### src/rtl/etb_pkg.sv
// ----------------------------------------------------------------------------
// etb_pkg
// Shared types for the extended timebase: the operation codes of a request.
// ----------------------------------------------------------------------------
`default_nettype none

package etb_pkg;

   // Request kinds, carried in req_tuser. The fourth code is unused and is
   // treated as a no-op.
   typedef enum logic [1:0] {
      OP_TICK        = 2'd0,
      OP_READ        = 2'd1,
      OP_SET_COMPARE = 2'd2
   } opcode_type;

endpackage

`default_nettype wire

### src/rtl/extended_timebase_with_compare.sv
// ----------------------------------------------------------------------------
// extended_timebase_with_compare
// Extends a reloading down-counter into a wide elapsed-tick count and
// schedules one compare event against it.
// ----------------------------------------------------------------------------
//
//  channel  dir  tdata (low bit up)                       tuser
//  req      in   target_time[TIME_BITS-1:0], zero pad     opcode[1:0]
//  rsp      out  now_ticks[TIME_BITS-1:0], event_fire,    -
//                zero pad
//
//  One word per cycle sustained while rsp_tready stays high; a word passes
//  the input register, then the result register, before rsp_tvalid rises.
//  The rate is set by the state update: counter, snapshot add, total add and
//  compare all close combinationally between input and result registers.
//  Reset: synchronous, active high; counter idle at zero, compare idle.
//  Stalls: the result register holds while rsp_tready is low; the input
//  register still takes one more word, then req_tready drops.
//
`default_nettype none

module extended_timebase_with_compare #(
   parameter int COUNTER_BITS = 24,
   parameter int TIME_BITS    = 48
) (
   input  wire logic                                 clock,
   input  wire logic                                 reset,

   input  wire logic                                 req_tvalid,
   output logic                                      req_tready,
   // target_time[TIME_BITS-1:0], zero pad
   input  wire logic [((TIME_BITS+7)/8)*8-1:0]       req_tdata,
   // opcode[1:0]
   input  wire logic [1:0]                           req_tuser,

   output logic                                      rsp_tvalid,
   input  wire logic                                 rsp_tready,
   // now_ticks[TIME_BITS-1:0], event_fire, zero pad
   output logic      [((TIME_BITS+8)/8)*8-1:0]       rsp_tdata
);

   // input register
   logic                 req_valid_ff;
   logic [1:0]           req_opcode_ff;
   logic [TIME_BITS-1:0] req_target_ff;

   // result register
   logic                 rsp_valid_ff;
   logic [TIME_BITS-1:0] rsp_now_ff;
   logic                 rsp_fire_ff;

   logic                 step;
   logic [TIME_BITS-1:0] now_ticks;
   logic                 event_fire;

   // a held word moves on whenever the result slot is free or draining
   assign step       = req_valid_ff && (!rsp_valid_ff || rsp_tready);
   assign req_tready = !req_valid_ff || step;

   always_ff @(posedge clock) begin
      if (reset) begin
         req_valid_ff <= 1'b0;
      end else if (req_tready) begin
         req_valid_ff <= req_tvalid;
      end
   end

   always_ff @(posedge clock) begin
      if (req_tvalid && req_tready) begin
         req_opcode_ff <= req_tuser;
         req_target_ff <= req_tdata[TIME_BITS-1:0];
      end
   end

   etb_timebase #(
      .COUNTER_BITS (COUNTER_BITS),
      .TIME_BITS    (TIME_BITS)
   ) u_timebase (
      .clock      (clock),
      .reset      (reset),
      .step       (step),
      .opcode     (etb_pkg::opcode_type'(req_opcode_ff)),
      .target     (req_target_ff),
      .now_ticks  (now_ticks),
      .event_fire (event_fire)
   );

   always_ff @(posedge clock) begin
      if (reset) begin
         rsp_valid_ff <= 1'b0;
      end else if (step) begin
         rsp_valid_ff <= 1'b1;
      end else if (rsp_tready) begin
         rsp_valid_ff <= 1'b0;
      end
   end

   always_ff @(posedge clock) begin
      if (step) begin
         rsp_now_ff  <= now_ticks;
         rsp_fire_ff <= event_fire;
      end
   end

   assign rsp_tvalid = rsp_valid_ff;

   always_comb begin
      rsp_tdata                  = '0;
      rsp_tdata[TIME_BITS-1:0]   = rsp_now_ff;
      rsp_tdata[TIME_BITS]       = rsp_fire_ff;
   end

endmodule

`default_nettype wire

### src/rtl/etb_timebase.sv
// ----------------------------------------------------------------------------
// etb_timebase
// Timebase state and its combinational update: down-counter with reload,
// wrap-aware accumulation into the elapsed total, and compare handling.
// ----------------------------------------------------------------------------
`default_nettype none

module etb_timebase #(
   parameter int COUNTER_BITS = 24,
   parameter int TIME_BITS    = 48
) (
   input  wire logic                   clock,
   input  wire logic                   reset,
   input  wire logic                   step,      // apply one word this cycle
   input  wire etb_pkg::opcode_type    opcode,
   input  wire logic [TIME_BITS-1:0]   target,
   output logic      [TIME_BITS-1:0]   now_ticks, // total after this word
   output logic                        event_fire
);

   localparam logic [COUNTER_BITS-1:0] CNT_MAX  = '1;
   localparam logic [TIME_BITS-1:0]    TIME_MAX = '1;

   logic [COUNTER_BITS-1:0] down_count_ff, down_count_in;
   logic [COUNTER_BITS-1:0] reload_ff, reload_in;
   logic                    wrap_ff, wrap_in;
   logic [COUNTER_BITS-1:0] snapshot_ff, snapshot_in;
   logic [TIME_BITS-1:0]    total_ff, total_in;
   logic [TIME_BITS-1:0]    next_event_ff, next_event_in;

   logic [COUNTER_BITS:0]   spent;
   logic [TIME_BITS-1:0]    read_total;
   logic [TIME_BITS-1:0]    wrap_total;
   logic [COUNTER_BITS-1:0] dec_count;
   logic [TIME_BITS-1:0]    cmp_now;
   logic [TIME_BITS-1:0]    cmp_target;
   logic                    cmp_passed;
   logic [TIME_BITS-1:0]    distance;
   logic [COUNTER_BITS-1:0] load_value;
   logic                    fire;

   // Progress since the last snapshot, one bit wider than the counter.
   always_comb begin
      if (wrap_ff || (down_count_ff >= snapshot_ff)) begin
         if (down_count_ff != '0) begin
            spent = {1'b0, snapshot_ff} + {1'b0, reload_ff} - {1'b0, down_count_ff};
         end else begin
            spent = {1'b0, snapshot_ff};
         end
      end else begin
         spent = {1'b0, snapshot_ff} - {1'b0, down_count_ff};
      end
   end

   assign read_total = total_ff + TIME_BITS'(spent);
   // On the 1-to-0 step the counter reaches zero: the progress is simply
   // the snapshot.
   assign wrap_total = total_ff + TIME_BITS'(snapshot_ff);
   assign dec_count  = down_count_ff - 1'b1;

   // One compare/subtract shared by the handler and set-compare.
   assign cmp_now    = (opcode == etb_pkg::OP_TICK) ? wrap_total : read_total;
   assign cmp_target = (opcode == etb_pkg::OP_TICK) ? next_event_ff : target;
   assign cmp_passed = cmp_now >= cmp_target;
   assign distance   = cmp_target - cmp_now;
   assign load_value = (cmp_target == TIME_MAX) ? CNT_MAX :
                       (distance >= TIME_BITS'(CNT_MAX)) ? CNT_MAX :
                       distance[COUNTER_BITS-1:0];

   always_comb begin
      down_count_in = down_count_ff;
      reload_in     = reload_ff;
      wrap_in       = wrap_ff;
      snapshot_in   = snapshot_ff;
      total_in      = total_ff;
      next_event_in = next_event_ff;
      fire          = 1'b0;

      case (opcode)
         etb_pkg::OP_TICK: begin
            if (down_count_ff == '0) begin
               down_count_in = reload_ff;
            end else begin
               down_count_in = dec_count;
               if (dec_count == '0) begin
                  // handler: read, then fire or re-arm with the same target
                  total_in    = wrap_total;
                  snapshot_in = '0;
                  wrap_in     = 1'b0;
                  if (cmp_passed) begin
                     fire = 1'b1;
                  end else begin
                     snapshot_in   = load_value;
                     reload_in     = load_value - 1'b1;
                     down_count_in = '0;
                  end
               end
            end
         end
         etb_pkg::OP_READ: begin
            wrap_in     = 1'b0;
            snapshot_in = down_count_ff;
            total_in    = read_total;
         end
         etb_pkg::OP_SET_COMPARE: begin
            wrap_in       = 1'b0;
            snapshot_in   = down_count_ff;
            total_in      = read_total;
            next_event_in = target;
            if (target != TIME_MAX && cmp_passed) begin
               fire = 1'b1;
            end else begin
               snapshot_in   = load_value;
               reload_in     = load_value - 1'b1;
               down_count_in = '0;
            end
         end
         default: begin
         end
      endcase
   end

   always_ff @(posedge clock) begin
      if (reset) begin
         down_count_ff <= '0;
         reload_ff     <= CNT_MAX - 1'b1;
         wrap_ff       <= 1'b0;
         snapshot_ff   <= CNT_MAX;
         total_ff      <= '0;
         next_event_ff <= TIME_MAX;
      end else if (step) begin
         down_count_ff <= down_count_in;
         reload_ff     <= reload_in;
         wrap_ff       <= wrap_in;
         snapshot_ff   <= snapshot_in;
         total_ff      <= total_in;
         next_event_ff <= next_event_in;
      end
   end

   assign now_ticks  = total_in;
   assign event_fire = fire;

endmodule

`default_nettype wire

### config.mk
export PLATFORM = sky130hd
export DESIGN_NAME = extended_timebase_with_compare
export DESIGN_NICKNAME = d
export VERILOG_FILES = /design/src/rtl/etb_pkg.sv /design/src/rtl/extended_timebase_with_compare.sv /design/src/rtl/etb_timebase.sv
export SDC_FILE = /design/constraint.sdc
export NUM_CORES = 1
export LEC_CHECK = 0
export BUFFER_PORTS_ARGS = -buffer_cell sky130_fd_sc_hd__buf_4
export CORE_MARGIN = 2
export CORE_UTILIZATION = 45
export CTS_BUF_LIST = sky130_fd_sc_hd__clkbuf_2 sky130_fd_sc_hd__clkbuf_4 sky130_fd_sc_hd__clkbuf_8
export DETAILED_ROUTE_END_ITERATION = 6
export PLACE_DENSITY_LB_ADDON = 0.12
export SLEW_MARGIN = 20
export SYNTH_ARGS = -nofsm -noshare
export SYNTH_HDL_FRONTEND = slang
export SYNTH_HIERARCHICAL = 1
export SYNTH_SLANG_ARGS = --single-unit
### constraint.sdc
create_clock -name clock -period 18 [get_ports clock]
set_clock_uncertainty 0.2 [all_clocks]
set_input_delay 3.6 -clock clock [delete_from_list [all_inputs] [get_ports clock]]
set_output_delay 3.6 -clock clock [all_outputs]
set_load 0.01 [all_outputs]
Yosys cells after proc, flatten, opt, wreduce, memory -nomap -nowiden
Cells that the tools add are included.
{ "op_classes": {"addsub": 8, "multipliers": 0, "div": 0, "n_lt_le_gt_ge": 3, "n_eq_ne": 8, "shifts": 0, "mux": 34, "bitwise_logic": 0, "n_reduce_logical": 22} }
{ "ops": {"columns": ["operator", "count"], "rows": [
  ["two-way mux 24 bit", 14],
  ["two-way mux 48 bit", 4],
  ["case mux 24 bit (2 select lines)", 2],
  ["case mux 48 bit (2 select lines)", 1],
  ["case mux 24 bit (3 select lines)", 1],
  ["two-way mux 25 bit", 2],
  ["adder 48 x 24 -> 48 bit", 1],
  ["adder 48 x 25 -> 48 bit", 1],
  ["== test 48 bit (second input constant)", 1],
  [">= comparator 48 x 24 -> 1 bit (second input constant)", 1],
  [">= comparator 48 bit", 1],
  ["zero test 24 bit", 2],
  ["!= test 48 bit (second input constant)", 1],
  ["subtractor 24 x 1 -> 24 bit (second input constant)", 2],
  ["subtractor 48 bit", 1],
  ["adder 24 x 24 -> 25 bit", 1],
  ["subtractor 24 x 24 -> 25 bit", 1],
  ["subtractor 25 x 24 -> 25 bit", 1],
  [">= comparator 24 bit", 1],
  ["nonzero test 24 bit", 1],
  ["two-way mux 1 bit", 8],
  ["!= test 2 bit (second input constant)", 4],
  ["AND reduction 4 bit", 2],
  ["AND reduction 6 bit", 1],
  ["12 further kinds", 20]
]} }
{ "totals": {"reg_bits": 270, "latchBits": 0, "mem_bits_rw": 0, "romBits": 0, "inputBits": 54, "out_inout_bits": 58, "wordCells": 87, "n_memories": 0} }

Depth between registers and ports, before layout
Gate-level depths: netlist of run 1.
{ "depth": {"depth_word": 15, "depth_mapped": 55, "mapped_depth_nobuf": 52} }

Modules after synthesis
The synthesis of run 1 kept the hierarchy.
{ "modules_own_cells": {"columns": ["mod", "n_inst", "cells_per_inst", "area_per_inst_um2", "seq_area_each_um2"], "rows": [
  ["etb_timebase", 1, 2720, 19384.8, 3363.2],
  ["extended_timebase_with_compare", 1, 118, 3140.5, 3012.9]
]} }

Worst setup path after synthesis of run 1
Ideal clock, no wire load.
{ "synth_timing": {"kind": "register to register", "startpoint": "reg u_timebase.down_count_ff[1]", "endpoint": "reg u_timebase.reload_ff[22]", "arrival_time_ns": 10.892, "required_ns": 17.680, "setup_slack_ns": 6.788, "stages_incl_launch_ff": 56, "path_buffers": 6, "cell_sequence": "dfxtp_1 -> inv_1 -> ha_1 -> nor2b_1 -> o21ai_0 -> a21boi_0 -> o21ai_0 -> nand2b_1 -> a21o_1 -> a211o_1 -> nand3_1 -> nand4_1 -> a31oi_1 -> o21bai_1 -> clkbuf_1 -> clkbuf_1 -> a31oi_1 -> ha_1 -> [... 20 more ...] -> o31a_1 -> a21o_1 -> o31ai_1 -> a21oi_1 -> xnor2_1 -> nor4_1 -> nor4b_1 -> buf_2 -> and2_1 -> ha_1 -> and3_1 -> nor4b_1 -> nand4b_1 -> nor2b_1 -> nor2b_1 -> xnor2_1 -> nand2_1 -> a211o_1"} }
{ "synth_between": {"elab_chain_cells": 14, "elab_cells_between_ends": 29, "classes_between": "add/sub (6); order compare (3); eq/ne (4); mux (10); reduce/logical (6)"} }
{ "synth_rtl": {"columns": ["item", "line", "text"], "rows": [
  ["from (decl)", "etb_timebase.sv:24", "logic [COUNTER_BITS-1:0] down_count_ff, down_count_in;"],
  ["from (signal assigned)", "etb_timebase.sv:132", "down_count_ff <= down_count_in;"],
  ["subtractor 25 x 24 -> 25 bit (tied with other cells)", "etb_timebase.sv:46", "spent = {1'b0, snapshot_ff} + {1'b0, reload_ff} - {1'b0, down_count_ff};"],
  ["two-way mux 25 bit / logical OR 1 bit (equally long branches)", "etb_timebase.sv:45, etb_timebase.sv:44", null],
  ["two-way mux 25 bit", "etb_timebase.sv:44", "if (wrap_ff || (down_count_ff >= snapshot_ff)) begin"],
  ["adder 48 x 25 -> 48 bit", "etb_timebase.sv:55", "assign read_total = total_ff + TIME_BITS'(spent);"],
  ["two-way mux 48 bit", "etb_timebase.sv:62", "assign cmp_now = (opcode == etb_pkg::OP_TICK) ? wrap_total : read_total;"],
  ["subtractor 48 bit", "etb_timebase.sv:65", "assign distance = cmp_target - cmp_now;"],
  [">= comparator 48 x 24 -> 1 bit", "etb_timebase.sv:67", "(distance >= TIME_BITS'(CNT_MAX)) ? CNT_MAX :"],
  ["two-way mux 24 bit", "etb_timebase.sv:67", null],
  ["two-way mux 24 bit", "etb_timebase.sv:66", "assign load_value = (cmp_target == TIME_MAX) ? CNT_MAX :"],
  ["subtractor 24 x 1 -> 24 bit", "etb_timebase.sv:94, etb_timebase.sv:114", null],
  ["two-way mux 24 bit", "etb_timebase.sv:90", "if (cmp_passed) begin"],
  ["two-way mux 24 bit", "etb_timebase.sv:85", "if (dec_count == '0) begin"],
  ["two-way mux 24 bit", "etb_timebase.sv:81", "if (down_count_ff == '0) begin"],
  ["case mux 24 bit (2 select lines)", "etb_timebase.sv:79", "case (opcode)"],
  ["to (signal assigned)", "etb_timebase.sv:126", "reload_ff <= CNT_MAX - 1'b1;"],
  ["to (signal assigned)", "etb_timebase.sv:133", "reload_ff <= reload_in;"],
  ["to (decl)", "etb_timebase.sv:25", "logic [COUNTER_BITS-1:0] reload_ff, reload_in;"]
]} }
Parallel ways exist; a longest one is shown, timed or not. The select of a mux whose other input is x is not followed.
A chain may end at the register's enable or synchronous reset.

Worst setup path after layout of run 1
Ends and elaborated chain as after synthesis.

==> results of run 1 <==
==> registers in the layout (all words and copies together) (netlist names) <==
| register | count |
|---|---|
| rsp_now_ff | 48 |
| u_timebase/total_ff | 48 |
| u_timebase/reload_ff | 24 |
| req_opcode_ff | 2 |
| u_timebase/snapshot_ff | 24 |
| u_timebase/down_count_ff | 24 |
| req_target_ff | 48 |
| rsp_fire_ff | 1 |
| req_valid_ff | 1 |
| u_timebase/next_event_ff | 48 |
| rsp_tvalid | 1 |
==> critical path, delay by kind of cell (launching register included) <==
| kind | cells | cell delay [ps] |
|---|---|---|
| and+or+nand+nor | 20 | 3990 |
| adders and majority gates | 5 | 1610 |
| AOI/OAI and AO/OA | 22 | 6140 |
| xor gates and xnor gates | 2 | 410 |
| DFF | 1 | 450 |
| buffers and inverters | 2 | 590 |
==> kinds of logic after synthesis <==
family          synth area share, %
flops                         28.31
compound gates                22.07
simple gates                  21.63
other cells                 0.01665
fa+ha+maj                     10.93
buf+inv                       5.499
mux                           4.544
xor+xnor                      6.999
==> synthesized netlist by cell type (27+ instances only) <==
library cell,count
and3_1,39
nor2b_1,27
inv_1,149
fa_1,28
nand2_1,291
dfxtp_1,170
nand3_1,162
edfxtp_1,99
mux2i_1,46
nand4_1,65
a21oi_1,225
ha_1,152
nand2b_1,33
xnor2_1,105
nor2_1,219
o21ai_0,209
xor2_1,75
mux2_2,50
nor3_1,55
clkbuf_1,136
a21o_1,66
==> per-stage QoR <==
step	cells	utilization (%)	hold slack (ps)	setup WS, ps	area, µm²
finish	3561	50.50	266.4	4457	24820
global placement	3470	48.32	242.8	4500	23750
detailed placement	3470	48.32	254.4	4336	23750
global route	3561	50.50	294.9	3579	24820
CTS	3561	50.44	268.4	4246	24800
floorplan	2844	-	234.9	6788	22550
==> layer usage <==
| layer | vias up | GRT usage (%) |
|---|---|---|
| li1 | 10310 | - |
| met1 | 10280 | 44.51 |
| met3 | 132 | 7.280 |
| met5 | - | 0 |
| met2 | 933 | 41.95 |
| met4 | 2 | 9.498 |
==> power by group <==
group,total [mW],switching [mW],internal [mW]
logic,1.46,0.949,0.516
registers,0.704,0.0347,0.670
clock network,0.629,0.283,0.346
==> final cells by class <==
| type | instances | area (µm²) | area share, % |
|---|---|---|---|
| multi-input cells | 2257 | 15030 | 60.57 |
| inverters | 151 | 568.0 | 2.289 |
| clock inverters | 17 | 113.9 | 0.4587 |
| repair buffers | 129 | 968.4 | 3.902 |
| well taps | 664 | 830.8 | 3.347 |
| flip-flops and latches | 269 | 6376 | 25.69 |
| clock buffers | 74 | 930.9 | 3.750 |
==> final timing paths <==
kind                                                  from                                        to  slack [ps]  cells after the start
setup / recovery  u_timebase/down_count_ff[1]$_SDFFE_PP0P_     u_timebase/reload_ff[22]$_SDFFE_PP1P_        4460                     51
hold / removal    u_timebase/next_event_ff[1]$_SDFFE_PP1P_  u_timebase/next_event_ff[1]$_SDFFE_PP1P_         270                      2
setup reg to reg  u_timebase/down_count_ff[1]$_SDFFE_PP0P_     u_timebase/reload_ff[22]$_SDFFE_PP1P_        4460                     51
hold reg to reg   u_timebase/next_event_ff[1]$_SDFFE_PP1P_  u_timebase/next_event_ff[1]$_SDFFE_PP1P_         270                      2
==> metrics.txt, run 1 <==
status=finished clean; Final ANT Viol Nets=0; hold_buf cts=0; Final Hold Viols=0; DR vias/cell=6.082; Starting Density=45.83%; Yosys reg bits=between 200 and 300; worst slew pin tran=between 1000 and 1500 ps; CP startpoint kind=register; Critical Path Fanout Max=47; Post-synth EDFFs=a little under 100; clk_lat worst skew=660 ps; most frequent cells in the layout=nand2_1, a21oi_1, nor2_1; CP max stage delay=770 ps; Async S/R FF share, synth=0%; max cap viols=0; Tcrit/Tclk final=approximately three quarters; grt ovf=0; Power Dens Cells=roughly 110 nW/µm²; gpl congestion=approximately 0.96; CTS max path bufs=3; top area cells in the synthesized netlist=dfxtp_1, edfxtp_1, ha_1; largest net degree at the start of global routing=75; Crit. End Element=register; count of different cell masters after synthesis=89; PostCTS Resize Cnt=0; layout net count=just over 3k; Syn Area/Cell=~7.9 µm²; Site Rows=between 80 and 90; DR iter-0 viols=2172; Hold Crit Class=reg2reg; Synth Instances=2838; vias in the first global route=slightly above 20k; Core Box Area=a little under 50000 µm²; Final TNS setup=0 ps; final wirelength=around 80 mm; overall power=about 2.8 mW; CTS tree=built; top sig layer=met5; CP arrival=~14000 ps; # DRC=0; first-pass GRT wire length=around 120 mm; Final setup viols=0; Antenna Cells=0; Cell Area, Synth=about 23000 µm²; top-area cell type share of the netlist area=approximately 15%; DIE WIDTH=about 230 µm; Peak supply drop=~0.000066 V; biggest area consumer among synthesized cells=dfxtp_1; 1st-pass router iterations=7; LEAKAGE=10.00 nW; area grow syn2layout=10.19%; total CTS buffers=50; layout cell share with drive strength beyond 1=between 10 and 15%; FMAX=0.07384 GHz; Rel. slew slack=a little under a quarter; Max H-tree Level=2; DR WL/cell=22.59 µm; Crit Path Class=reg2reg; fin crit period=approximately 14000 ps; clock slew seen by the registers of the worst setup and hold paths=approximately 60 ps; metal1 wirelength=~38 mm; critical path required time=around 18000 ps; I/O Pins=between 100 and 150; metal2 WL=approximately 32 mm; Vias=approximately 22k; Die Area=51860 µm²; Die Y=~230 µm; IO buf count=104; initial antenna violation count=1; Slew Limit Fails=0; slowest stage cell, crit path=o41ai_4; DPL Wire Length=61.29 mm; Most common cell on crit path=nor2b_1; Root Driver=clkbuf_8; Warnings, synthesis=6; register area share after synthesis=between 20% and 30%; postcts setup bufs=0; aggregate global-route resource usage=approximately 30%; most common cell after layout, fill and taps aside=nand2_1; fillers=4863; CTS Sinks=approximately 270; RSZ-0062 raised after global routing=no; top_reg_cell synth=dfxtp_1; met3 WL=between 7 and 8 mm
Power figures use the tool's default switching activity.
==> inputs of run 2 (changes only) <==
Clock period 18 ns to 12.5 ns, I/O delays scaled along.
==> metrics.txt, run 2 (synthesis results as in run 1) <==
status=finished clean; CP startpoint kind=register; fillers=4818 (-0.93%); Critical Path Fanout Max=11 (-77%); vias in the first global route=20.42k (+1.4%); Final Hold Viols=0 (unchanged); aggregate global-route resource usage=31.05% (+1.1 points); slack of the worst reg-to-reg path=820 ps (-3630 ps); Die Y=227.7 µm (unchanged); Tcrit/Tclk final=93.42% (+18 points); Antenna Cells=0 (unchanged); layout net count=3124 (+1.0%); total CTS buffers=52 (+4.0%); most frequent cells in the layout=nand2_1, a21oi_1, nor2_1; # DRC=0 (unchanged); reg2reg start=u_timebase/down_count_ff[2]$_SDFFE_PP0P_; Slew Limit Fails=0 (unchanged); Final setup viols=0 (unchanged); gpl congestion=0.9567 (about the same); Max H-tree Level=2 (unchanged); Power Dens Cells=166.0 nW/µm² (+47%); Starting Density=45.83% (unchanged); final wirelength=83.97 mm (+4.4%); Final ANT Viol Nets=0 (unchanged); fin util=51.29% (+0.80 points); 1st-pass router iterations=6 (-1); Peak supply drop=0.00009858 V (+48%); HP Start=u_timebase/next_event_ff[6]$_SDFFE_PP1P_; first-pass GRT wire length=125.7 mm (+3.8%); Vias=22.13k (+2.2%); DR WL/cell=23.35 µm (+3.4%); Core Box Area=49150 µm² (unchanged); R2R Path End=u_timebase/reload_ff[22]$_SDFFE_PP1P_; clock slew seen by the registers of the worst setup and hold paths=60 ps (about the same); CTS Sinks=269 (unchanged); critical path required time=12840 ps (-5500 ps); CP arrival=12010 ps (-1870 ps); Crit Path Class=reg2reg; Crit. End Element=register; worst hold slack=263.5 ps (-2.919 ps); Site Rows=81 (unchanged); worst-case reg-to-reg path depth=51 (unchanged); slowest stage cell, crit path=o21ai_0; IO buf count=104 (unchanged); Root Driver=clkbuf_8; fin crit period=11680 ps (-1866 ps); # placed instances=3495 (+0.72%); DR vias/cell=6.154 (+1.2%); hold_buf cts=0 (unchanged); layout cell share with drive strength beyond 1=12.41% (+1.6 points); DPL Wire Length=63.79 mm (+4.1%); Hold Crit Class=reg2reg; max cap viols=0 (unchanged); Finished Layout Cells=3596 (+0.98%); CP max stage delay=590 ps (-180 ps); Die Area=51860 µm² (unchanged); area grow syn2layout=11.93%; clk_lat worst skew=640 ps (-20 ps); worst slew pin tran=1163 ps (+27.77 ps); CTS tree=built; grt ovf=0 (unchanged); Worst Hold Endpoint=u_timebase/next_event_ff[6]$_SDFFE_PP1P_; DR iter-0 viols=2533 (+17%); most common cell after layout, fill and taps aside=nand2_1; DIE WIDTH=227.7 µm (unchanged); WHS Path Cells=2 (unchanged); overall power=4.184 mW (+50%); LEAKAGE=10.20 nW (+2.0%); FMAX=0.08564 GHz (+16%); Rel. slew slack=21.62% (-2.0 points); largest net degree at the start of global routing=80 (+6.7%); CTS max path bufs=3 (unchanged); I/O Pins=112 (unchanged); initial antenna violation count=0 (-1)
[run 2: cell count changes in the layout (fill, tap and decap cells not counted), moves of 3 or more]
cell      before  now
clkbuf_8      60   65
clkinv_2      13    9
buf_4        129  158
clkbuf_4      14   17
[run 2: critical path, delay by kind of cell (launching register included)]
kind	cells	cell delay (ps)
flops	1	530
fa+ha+maj	4	1370
xor+xnor	2	280
buf+inv	5	970
simple gates	20	3600
compound gates	20	4540
[run 2: worst max-delay path by stage]
stage / startpoint / end / slack (ps) / depth (start not counted)
floorplan: u_timebase/down_count_ff[1]$_SDFFE_PP0P_ / u_timebase/reload_ff[22]$_SDFFE_PP1P_ / 1290 / 55
global placement: u_timebase/down_count_ff[1]$_SDFFE_PP0P_ / u_timebase/reload_ff[22]$_SDFFE_PP1P_ / 380 / 53
detailed placement: u_timebase/down_count_ff[1]$_SDFFE_PP0P_ / u_timebase/reload_ff[22]$_SDFFE_PP1P_ / 240 / 53
CTS: u_timebase/down_count_ff[1]$_SDFFE_PP0P_ / u_timebase/reload_ff[22]$_SDFFE_PP1P_ / 160 / 53
global route: u_timebase/down_count_ff[1]$_SDFFE_PP0P_ / u_timebase/reload_ff[22]$_SDFFE_PP1P_ / -20 / 54
finish: u_timebase/down_count_ff[2]$_SDFFE_PP0P_ / u_timebase/reload_ff[22]$_SDFFE_PP1P_ / 820 / 51
[run 2: report_power, final]
part | total, mW | switching [mW] | internal, mW
sequential | 1.01 | 0.0501 | 0.965
combinational | 2.19 | 1.41 | 0.777
clock | 0.978 | 0.416 | 0.561
[run 2: through the flow]
step	setup WS (ps)	instance area (µm²)	setup TNS [ps]
final	823.1	25210	0
after global routing	-17.22	25210	-17.22
after CTS	164.4	25090	0
after detailed placement	243.5	23940	0
after global placement	381.7	23940	0
after floorplan	1288	22550	0
[run 2: layer usage]
layer  vias up  GRT usage [%]  part of all wire, %
met1     10590          47.33                   47
met2      1035          44.89                   41
met3       112          5.807                  9.4
met4         0          6.949                  2.1
li1      10390              -                    -
met5         -              0                    0
[run 2: final cells by class]
type,count,area [µm²],share of cell area [%]
Timing Repair Buffer,158,1186,4.704
Inverter,151,568.0,2.253
Clock buffer,82,1022,4.054
Clock inverter,14,132.6,0.5260
Multi-Input combinational cell,2258,15100,59.88
Tap cell,664,830.8,3.295
Sequential cell,269,6376,25.29
[run 2: repair_timing]
item / in CTS / in global routing
setup buffers: 0 / 4
hold endpoints to repair: 0 / 0
gates resized for setup: 0 / 19
endpoints found under the setup margin: 0 / 8
